**src/wsh_pkg.sv**
```systemverilog
`timescale 1ns / 1ps
`default_nettype none
// ----------------------------------------------------------------------------
// wsh_pkg: shared types and constants for the WebSocket header parser
// Parse phases, RFC 6455 length codes and the length-kind encoding.
// ----------------------------------------------------------------------------
package wsh_pkg;

    // Parse phase, one-hot
    typedef enum logic [3:0] {
        PH_FIRST  = 4'b0001,
        PH_SECOND = 4'b0010,
        PH_EXTLEN = 4'b0100,
        PH_KEY    = 4'b1000
    } t_phase;

    // Length codes in byte 2
    localparam logic [6:0] LEN_CODE_MAX_SHORT = 7'd125;
    localparam logic [6:0] LEN_CODE_EXT16     = 7'd126;
    localparam logic [6:0] LEN_CODE_EXT64     = 7'd127;

    // Header byte counts at which each length section ends, and the key size
    localparam logic [3:0] HDR_BASE_BYTES  = 4'd2;
    localparam logic [3:0] HDR_END_EXT16   = 4'd4;
    localparam logic [3:0] HDR_END_EXT64   = 4'd10;
    localparam logic [3:0] HDR_KEY_BYTES   = 4'd4;

    // Length kind reported with each header
    localparam logic [1:0] KIND_ZERO  = 2'd0;
    localparam logic [1:0] KIND_SHORT = 2'd1;
    localparam logic [1:0] KIND_EXT16 = 2'd2;
    localparam logic [1:0] KIND_EXT64 = 2'd3;

    // Header byte count at the end of the extended length field
    function automatic logic [3:0] len_end(input logic [6:0] code);
        logic [3:0] v;
        v = HDR_BASE_BYTES;
        if (code == LEN_CODE_EXT16) begin
            v = HDR_END_EXT16;
        end else if (code == LEN_CODE_EXT64) begin
            v = HDR_END_EXT64;
        end
        return v;
    endfunction

    // Length kind for a 7-bit length code
    function automatic logic [1:0] len_kind(input logic [6:0] code);
        logic [1:0] v;
        if (code == 7'd0) begin
            v = KIND_ZERO;
        end else if (code <= LEN_CODE_MAX_SHORT) begin
            v = KIND_SHORT;
        end else if (code == LEN_CODE_EXT16) begin
            v = KIND_EXT16;
        end else begin
            v = KIND_EXT64;
        end
        return v;
    endfunction

endpackage
`default_nettype wire

```
**src/websocket_header_parser.sv**
```systemverilog
`timescale 1ns / 1ps
`default_nettype none
// ----------------------------------------------------------------------------
// websocket_header_parser: RFC 6455 frame header parser
// Takes header bytes one per item and emits one item with all header fields
// on the byte that completes the header.
// ----------------------------------------------------------------------------
//  channel | direction | handshake                  | payload
//  --------+-----------+----------------------------+---------------------------
//  in      | input     | i_in_valid / o_in_ready    | i_in_byte
//  out     | output    | o_out_valid / i_out_ready  | o_fin_flag .. o_header_length
//
//  One byte is taken per cycle while o_in_ready is high; the parse state updates
//  on the accepting edge and a finished header appears in the output register
//  on the next cycle. o_in_ready drops only while a finished header waits and
//  i_out_ready is low. Reset (synchronous, active low) returns to the
//  first-byte phase and empties the output register; no clearing pass is needed.
// ----------------------------------------------------------------------------
module websocket_header_parser (
    input  wire logic        i_clk,
    input  wire logic        i_rst_n,
    input  wire logic        i_in_valid,
    output logic             o_in_ready,
    input  wire logic [7:0]  i_in_byte,
    output logic             o_out_valid,
    input  wire logic        i_out_ready,
    output logic             o_fin_flag,
    output logic             o_rsv_one,
    output logic             o_rsv_two,
    output logic             o_rsv_three,
    output logic [3:0]       o_frame_opcode,
    output logic             o_is_masked,
    output logic [1:0]       o_length_kind,
    output logic [63:0]      o_payload_length,
    output logic [31:0]      o_masking_key,
    output logic [3:0]       o_header_length
);

    // Parse state
    wsh_pkg::t_phase r_phase, n_phase;
    logic [3:0]  r_byte_count, n_byte_count;
    logic [7:0]  r_flags, n_flags;
    logic        r_mask, n_mask;
    logic [6:0]  r_len_code, n_len_code;
    logic [63:0] r_len_accum, n_len_accum;
    logic [31:0] r_key_accum, n_key_accum;
    logic        n_emit;

    // Output register
    logic        r_out_valid;
    logic [7:0]  r_out_flags;
    logic        r_out_mask;
    logic [1:0]  r_out_kind;
    logic [63:0] r_out_len;
    logic [31:0] r_out_key;
    logic [3:0]  r_out_hdr_len;

    logic in_accept;

    assign o_in_ready = !r_out_valid || i_out_ready;
    assign in_accept  = i_in_valid && o_in_ready;

    // Next parse state for the byte on the input
    always_comb begin
        n_phase      = r_phase;
        n_byte_count = r_byte_count;
        n_flags      = r_flags;
        n_mask       = r_mask;
        n_len_code   = r_len_code;
        n_len_accum  = r_len_accum;
        n_key_accum  = r_key_accum;
        n_emit       = 1'b0;
        unique case (r_phase)
            wsh_pkg::PH_SECOND: begin
                n_mask       = i_in_byte[7];
                n_len_code   = i_in_byte[6:0];
                n_byte_count = wsh_pkg::HDR_BASE_BYTES;
                n_len_accum  = 64'd0;
                n_key_accum  = 32'd0;
                if (i_in_byte[6:0] <= wsh_pkg::LEN_CODE_MAX_SHORT) begin
                    n_len_accum = {57'd0, i_in_byte[6:0]};
                    if (i_in_byte[7]) begin
                        n_phase = wsh_pkg::PH_KEY;
                    end else begin
                        n_emit = 1'b1;
                    end
                end else begin
                    n_phase = wsh_pkg::PH_EXTLEN;
                end
            end
            wsh_pkg::PH_EXTLEN: begin
                n_len_accum  = {r_len_accum[55:0], i_in_byte};
                n_byte_count = r_byte_count + 4'd1;
                if (n_byte_count >= wsh_pkg::len_end(r_len_code)) begin
                    if (r_mask) begin
                        n_phase = wsh_pkg::PH_KEY;
                    end else begin
                        n_emit = 1'b1;
                    end
                end
            end
            wsh_pkg::PH_KEY: begin
                n_key_accum  = {r_key_accum[23:0], i_in_byte};
                n_byte_count = r_byte_count + 4'd1;
                if (n_byte_count >=
                        wsh_pkg::len_end(r_len_code) + wsh_pkg::HDR_KEY_BYTES) begin
                    n_emit = 1'b1;
                end
            end
            default: begin
                n_flags      = i_in_byte;
                n_byte_count = 4'd1;
                n_phase      = wsh_pkg::PH_SECOND;
            end
        endcase
        // Return to the first byte once the header is done
        if (n_emit) begin
            n_phase      = wsh_pkg::PH_FIRST;
            n_byte_count = 4'd0;
        end
    end

    // Advance parse state on each accepted item
    always_ff @(posedge i_clk) begin
        if (!i_rst_n) begin
            r_phase      <= wsh_pkg::PH_FIRST;
            r_byte_count <= 4'd0;
            r_flags      <= 8'd0;
            r_mask       <= 1'b0;
            r_len_code   <= 7'd0;
            r_len_accum  <= 64'd0;
            r_key_accum  <= 32'd0;
        end else if (in_accept) begin
            r_phase      <= n_phase;
            r_byte_count <= n_byte_count;
            r_flags      <= n_flags;
            r_mask       <= n_mask;
            r_len_code   <= n_len_code;
            r_len_accum  <= n_len_accum;
            r_key_accum  <= n_key_accum;
        end
    end

    // Hold the result valid until taken
    always_ff @(posedge i_clk) begin
        if (!i_rst_n) begin
            r_out_valid <= 1'b0;
        end else if (in_accept && n_emit) begin
            r_out_valid <= 1'b1;
        end else if (i_out_ready) begin
            r_out_valid <= 1'b0;
        end
    end

    // Load the result payload
    always_ff @(posedge i_clk) begin
        if (in_accept && n_emit) begin
            r_out_flags   <= n_flags;
            r_out_mask    <= n_mask;
            r_out_kind    <= wsh_pkg::len_kind(n_len_code);
            r_out_len     <= n_len_accum;
            r_out_key     <= n_mask ? n_key_accum : 32'd0;
            r_out_hdr_len <= r_phase == wsh_pkg::PH_SECOND ? wsh_pkg::HDR_BASE_BYTES
                                                           : r_byte_count + 4'd1;
        end
    end

    assign o_out_valid      = r_out_valid;
    assign o_fin_flag       = r_out_flags[7];
    assign o_rsv_one        = r_out_flags[6];
    assign o_rsv_two        = r_out_flags[5];
    assign o_rsv_three      = r_out_flags[4];
    assign o_frame_opcode   = r_out_flags[3:0];
    assign o_is_masked      = r_out_mask;
    assign o_length_kind    = r_out_kind;
    assign o_payload_length = r_out_len;
    assign o_masking_key    = r_out_key;
    assign o_header_length  = r_out_hdr_len;

    // Header lengths are always even
    a_hdr_len_even: assert property (@(posedge i_clk) disable iff (!i_rst_n)
        o_out_valid |-> !o_header_length[0])
        else $error("odd header length");

    // An unmasked header carries a zero key
    a_key_zero: assert property (@(posedge i_clk) disable iff (!i_rst_n)
        (o_out_valid && !o_is_masked) |-> o_masking_key == 32'd0)
        else $error("nonzero key on unmasked header");

    // Zero and short length kinds report the 7-bit code, at most 125
    a_short_len: assert property (@(posedge i_clk) disable iff (!i_rst_n)
        (o_out_valid && !o_length_kind[1]) |->
            o_payload_length <= {57'd0, wsh_pkg::LEN_CODE_MAX_SHORT})
        else $error("short length out of range");

    // A finished header sends the parser back to the first byte
    a_restart: assert property (@(posedge i_clk) disable iff (!i_rst_n)
        (in_accept && n_emit) |=>
            (r_phase == wsh_pkg::PH_FIRST && r_byte_count == 4'd0 && o_out_valid))
        else $error("parser did not restart after header");

endmodule
`default_nettype wire
```
**config.mk**
```make
export PLATFORM = sky130hd
export DESIGN_NAME = websocket_header_parser
export DESIGN_NICKNAME = d
export VERILOG_FILES = /design/src/wsh_pkg.sv /design/src/websocket_header_parser.sv
export SDC_FILE = /design/constraint.sdc
export NUM_CORES = 1
export LEC_CHECK = 0
export BUFFER_PORTS_ARGS = -buffer_cell sky130_fd_sc_hd__buf_2
export CAP_MARGIN = 15
export CORE_MARGIN = 1.5
export CORE_UTILIZATION = 52
export DETAILED_ROUTE_END_ITERATION = 6
export MAX_ROUTING_LAYER = met4
export PLACE_DENSITY = 0.82
export SETUP_SLACK_MARGIN = 0.1
export SYNTH_ARGS = -nofsm -noshare
export SYNTH_HDL_FRONTEND = slang
export SYNTH_SLANG_ARGS = --single-unit
```
**constraint.sdc**
```tcl
create_clock -name i_clk -period 13.17 [get_ports i_clk]
set_input_delay 1.317 -clock i_clk [delete_from_list [all_inputs] [get_ports i_clk]]
set_output_delay 1.317 -clock i_clk [all_outputs]
set_load 0.005 [all_outputs]
```
Word-level counts from Yosys, hierarchy flattened
Cells that the tools add are included.
Widths: inputs -> output; s select.
{"block": "totals", "register_bits": 232, "wordCells": 69}
{"block": "op_classes", "n_addsub": 2, "n_lt_le_gt_ge": 4, "n_eq_ne": 10, "muxes": 28, "reduce_logical": 10}
{"operator": "$pmux 64 s2", "n": 1}
{"operator": "$pmux 32 s2", "n": 1}
{"operator": "$mux 4", "n": 10}
{"operator": "$eq 7x7->1 const B", "n": 3}
{"operator": "$le 7x7->1 const B", "n": 2}
{"operator": "$mux 7", "n": 2}
{"operator": "$pmux 4 s3", "n": 1}
{"operator": "$mux 1", "n": 10}
{"operator": "$ge 4x4->1", "n": 2}
{"operator": "$mux 8", "n": 1}
{"operator": "$pmux 4 s2", "n": 1}
{"operator": "$logic_not 7->1", "n": 1}
{"operator": "$ne 3x3->1 const B", "n": 2}
{"operator": "$reduce_and 5->1", "n": 1}
{"operator": "$add 4x1->4 const B", "n": 1}
{"operator": "$add 4x3->4 const B", "n": 1}
{"operator": "$eq 4x2->1 const B", "n": 1}
{"operator": "$eq 4x3->1 const B", "n": 1}
{"operator": "$eq 4x4->1 const B", "n": 1}
{"operator": "$ne 4x4->1 const B", "n": 1}
{"operator": "$reduce_or 2->1", "n": 2}
{"operator": "$pmux 1 s3", "n": 1}
{"operator": "$reduce_or 3->1", "n": 1}
{"operator": "$logic_and 1x1->1", "n": 2}
{"operator": "other kinds (4)", "n": 4}

Depth between registers and ports, before layout
{"block": "depth", "ltp_word": 10, "depth_mapped": 10}

Least setup slack after synthesis
Ideal clock, no wire load.
{"block": "synth_timing", "kind": "input to register", "startpoint": "input port i_in_byte[1]", "endpoint": "register r_out_hdr_len[0], in the netlist o_header_length[0] (enable)", "setup_time_ps": 583, "t_arrival_ps": 6875, "path_slack_ps": 5712, "stages": 6, "path_buffers": 1, "cell_sequence": "clkbuf_1 nand4_1 nor2_1 or3b_1 and3_1 nor2_1"}
{"block": "synth_between", "elab_chain_len": 4}
{"item": "start: declaration", "line_no": "websocket_header_parser.sv:24", "text": "input wire logic [7:0] i_in_byte,"}
{"item": "$le 7x7->1", "line_no": "websocket_header_parser.sv:80", "text": "if (i_in_byte[6:0] <= wsh_pkg::LEN_CODE_MAX_SHORT) begin"}
{"item": "$mux 1", "line_no": "websocket_header_parser.sv:80"}
{"item": "$pmux 1 s3", "line_no": "websocket_header_parser.sv:73", "text": "unique case (r_phase)"}
{"item": "$logic_and 1x1->1", "line_no": "websocket_header_parser.sv:157", "text": "if (in_accept && n_emit) begin"}
{"item": "end signal: assignment", "line_no": "websocket_header_parser.sv:163", "text": "r_out_hdr_len <= r_phase == wsh_pkg::PH_SECOND ? wsh_pkg::HDR_BASE_BYTES"}
{"item": "end: declaration", "line_no": "websocket_header_parser.sv:56", "text": "logic [3:0] r_out_hdr_len;"}
Every way passes these cells.
A chain may end at the register's enable or synchronous reset.

Final worst setup path
{"block": "layout_timing", "startpoint": "register r_len_code[1]", "endpoint": "register r_out_flags[2] (enable)"}
{"block": "layout_between", "elab_chain_len": 9}
{"item": "start: declaration", "line_no": "websocket_header_parser.sv:44", "text": "logic [6:0] r_len_code, n_len_code;"}
{"item": "start signal: assignment", "line_no": "websocket_header_parser.sv:138", "text": "r_len_code <= n_len_code;"}
{"item": "$eq 7x7->1", "line_no": "wsh_pkg.sv:40", "text": "end else if (code == LEN_CODE_EXT64) begin"}
{"item": "$mux 4", "line_no": "wsh_pkg.sv:40"}
{"item": "$mux 4 *", "line_no": "wsh_pkg.sv:38", "text": "if (code == LEN_CODE_EXT16) begin"}
{"item": "$mux 4", "line_no": "websocket_header_parser.sv:73"}
{"item": "$add 4x3->4", "line_no": "websocket_header_parser.sv:106", "text": "wsh_pkg::len_end(r_len_code) + wsh_pkg::HDR_KEY_BYTES) begin"}
{"item": "$ge 4x4->1", "line_no": "websocket_header_parser.sv:105", "text": "if (n_byte_count >="}
{"item": "$mux 1", "line_no": "websocket_header_parser.sv:105"}
{"item": "$pmux 1 s3 *", "line_no": "websocket_header_parser.sv:73"}
{"item": "$logic_and 1x1->1 *", "line_no": "websocket_header_parser.sv:157"}
{"item": "end signal: assignment", "line_no": "websocket_header_parser.sv:158", "text": "r_out_flags <= n_flags;"}
{"item": "end: declaration", "line_no": "websocket_header_parser.sv:51", "text": "logic [7:0] r_out_flags;"}
Mark *: on every way between the ends. The rest lies on a longest branch, timed or not. The select of a mux whose other input is x is not followed.

==> flow_summary.yaml <==
place:
  io_buffers: 124
  gp_congestion: 0.906
  post-dp-hpwl_mm: 11.9
drt:
  num_vias: 6471
  drt_iter0_drc: 696
  drc: 0
  dr.pass1.iters: 6
  drt-wirelength-per-cell_um: 17.6
  drtAntennaViolNets: 0
  vias_per_cell: 5.83
  drt_wl_total_mm: 19.5
logic_synthesis:
  synthMuxAreaShare_pct: 8.02
  synth_top_family_by_area: "compound AO/OA/AOI/OAI gates"
  synth_compound_area_share_pct: 14.1
  yosysSeqAreaShare_pct: 63.2
  synth_edf_count: 111
  synth_fp_nets: 787
  synth.distinct_cells: 45
  synth-xor-area-share_pct: 0.192
  synth_cells: 769
  synthAdderAreaFrac_pct: 0.824
  synth_area_mm2: 0.00911
  synthFlopType: "dfxtp_1"
  synth_area_per_cell_um2: 11.8
  async_flop_share_pct: 0
  synth-seq-cells: 232
  yosys_warnings: 0
  yosys.area_share.simple_pct: 10.5
worst_setup_path:
  cpMaxStageDelayCell: "buf_4"
  reg2reg_slack_ns: 9.07
  reg2reg_depth: 10
  arrival_ns: 4.21
  required_ns: 13.28
  rr_endpoint: "r_out_flags[2]$_DFFE_PP_"
  end_kind: "register"
  cp_cell_sequence: "nand2_1 > nor3_1 > nand2b_1 > ha_1 > nand2_1 > a31oi_1 > o21ai_0 > and3_1 > nor2_4 > buf_4"
  r2r_start: "r_len_code[1]$_SDFFE_PN0P_"
  critPathMaxFanout: 90
  cp-start-kind: "register"
  crit_type: "register to register"
  critPathMaxStageDelay_ns: 0.92
  cp_top_family: "simple AND/OR/NAND/NOR gates"
  crit_path_frequent_cell: "nand2_1"
  cp_num_buf_inv: 1
clocking:
  cts_buffers: 23
  cts_setup_buffers: 0
  cts_hold_buf: 0
  cts_resized: 0
  cts_sinks: 232
  cts_tree: "done"
  clkTransAtPathRegs_ns: 0.06
  cts-root-buf: "clkbuf_16"
  htree_levels: 1
  clk_path_buf_depth: 3
  clk_latency_ns: 0.51
sta:
  slew-limit-headroom_pct: 22.8
  fin_crit_sh_pct: 31.1
  slew_viol_final: 0
  fin_tns_setup_ns: 0
  rsz0062_at_grt: "no"
  setup_viol: 0
  report.final.hold_viol_count: 0
  tightest_slew_ns: 1.16
  fin_crit_ns: 4.10
  fmax_mhz: 244
  fin_worst_skew_ns: 0.0107
die:
  core_mm2: 0.0172
  chipWidth_um: 135
  design.die.area_mm2: 0.0183
  die_h_um: 135
  rows: 48
  start_util_pct: 52.9
  io_pins: 125
grt:
  grt_pass1_vias: 5962
  grt_max_degree: 105
  grt_pass1_wl_mm: 30.9
  antenna_found_initial: 0
  globalRouteOverflowTotal: 0
  grt_usage_pct: 21.7
power_and_ir_drop:
  cellLeakagePower_nw: 4.08
  totalPowerFinal_mw: 1.46
  power_density_mw_per_mm2: 137
  ir_drop_v: 0.000137
final_layout:
  regArea_mm2: 0.00576
  final_common_cell: "nor2_1"
  fillers: 1356
  nets: 886
  drive_above_1_share_pct: 20.8
  synthToLayoutAreaGrowth_pct: 17.0
  multi_input_area_mm2: 0.00312
  antenna_cells: 0
  final_cell_mix: "159 x nor2_1, 124 x buf_2, 121 x dfxtp_1"
outcome:
  status: "completed"
min_path:
  hold_path_end: "r_byte_count[1]$_SDFFE_PN0P_"
  hold_path.startpoint: "r_byte_count[1]$_SDFFE_PN0P_"
  hold_class: "register to register"
  hold-path-cell-count: 2
flow_run:
  max-cap-violations: 0
## worst min-delay path: cells and delay by family (launching register included)
| kind | cells | cell delay (ns) |
|---|---|---|
| AO/OA/AOI/OAI | 1 | 0.06 |
| flip-flops | 1 | 0.32 |
| AND/OR/NAND/NOR | 1 | 0.06 |
## per-layer routing
layer	part of all wire, %	wire length [µm]	track usage [%]
met5	0	0	-
met3	6.4	1250	3.25
met4	1.7	337	5.32
met1	44	8600	29.6
met2	48	9350	34.3
## cells in the mapped netlist, drive strengths merged (3+ instances only)
| cell | n | area, µm² |
|---|---|---|
| nand3 | 6 | 30.0 |
| buf | 23 | 108 |
| nor2 | 163 | 614 |
| mux2 | 8 | 90.1 |
| dfxtp | 121 | 2420 |
| o21ai | 11 | 55.1 |
| a22oi | 71 | 533 |
| nor3 | 12 | 60.1 |
| mux2i | 64 | 641 |
| ha | 6 | 75.1 |
| clkbuf | 39 | 146 |
| nor2b | 7 | 43.8 |
| nor4b | 3 | 53.8 |
| nand2b | 4 | 25.0 |
| inv | 8 | 30.0 |
| a22o | 64 | 561 |
| edfxtp | 111 | 3330 |
| nor4 | 3 | 18.8 |
| a21oi | 6 | 30.0 |
| nand2 | 15 | 56.3 |
## cells by family after synthesis
group                    Yosys count
AO/OA/AOI/OAI                    166
XOR/XNOR                           2
AND/OR/NAND/NOR                  221
flip-flops                       232
buffers and inverters             70
multiplexers                      72
adder cells (fa/ha/maj)            6
## report_power, final
part	switching, mW	internal, mW
clock network	0.261	0.378
registers	0.00510	0.759
logic	0.0405	0.0188
total	0.307	1.16
## cell type report
| cell class | instances | share of cell area [%] |
|---|---|---|
| clock buffers | 35 | 6.40 |
| well taps | 225 | 2.64 |
| flip-flops and latches | 232 | 54.0 |
| multi-input cells | 467 | 29.2 |
| repair buffers | 136 | 6.85 |
| clock inverters | 7 | 0.622 |
| inverters | 8 | 0.293 |
## sequential cells by signal, indices dropped and copies added, names as in the netlist
signal,flops
r_phase,4
o_is_masked,1
r_byte_count,4
o_header_length,4
r_len_code,7
r_flags,8
r_key_accum,32
o_payload_length,64
r_len_accum,64
o_out_valid,1
o_masking_key,32
o_length_kind,2
r_out_flags,8
r_mask,1
## worst max-delay path by stage
stage	startpoint	to	slack, ns	cells after the start
final	r_len_code[1]$_SDFFE_PN0P_	r_out_flags[2]$_DFFE_PP_	9.07	10
after global routing	r_len_code[5]$_SDFFE_PN0P_	r_out_flags[6]$_DFFE_PP_	8.77	10
after CTS	r_len_code[6]$_SDFFE_PN0P_	o_masking_key[5]$_SDFFCE_PN0P_	9.15	10
after detailed placement	i_in_byte[4]	o_masking_key[11]$_SDFFCE_PN0P_	8.89	7
after global placement	i_in_byte[1]	o_masking_key[16]$_SDFFCE_PN0P_	8.95	7
after floorplan	i_in_byte[1]	o_header_length[0]$_SDFFCE_PP0P_	5.71	6
## per-stage QoR
stage	std cells	util [%]	hold WS [ns]	setup slack, ns	instance area [µm²]
after floorplan	769	-	0.449	5.71	9110
after global placement	1067	57.4	0.463	8.95	9890
after detailed placement	1067	57.4	0.481	8.89	9890
after CTS	1109	61.7	0.489	9.15	10600
after global routing	1110	61.9	0.521	8.77	10700
final	1110	61.9	0.489	9.07	10700
Note: power is estimated with default switching activity, not from simulation.
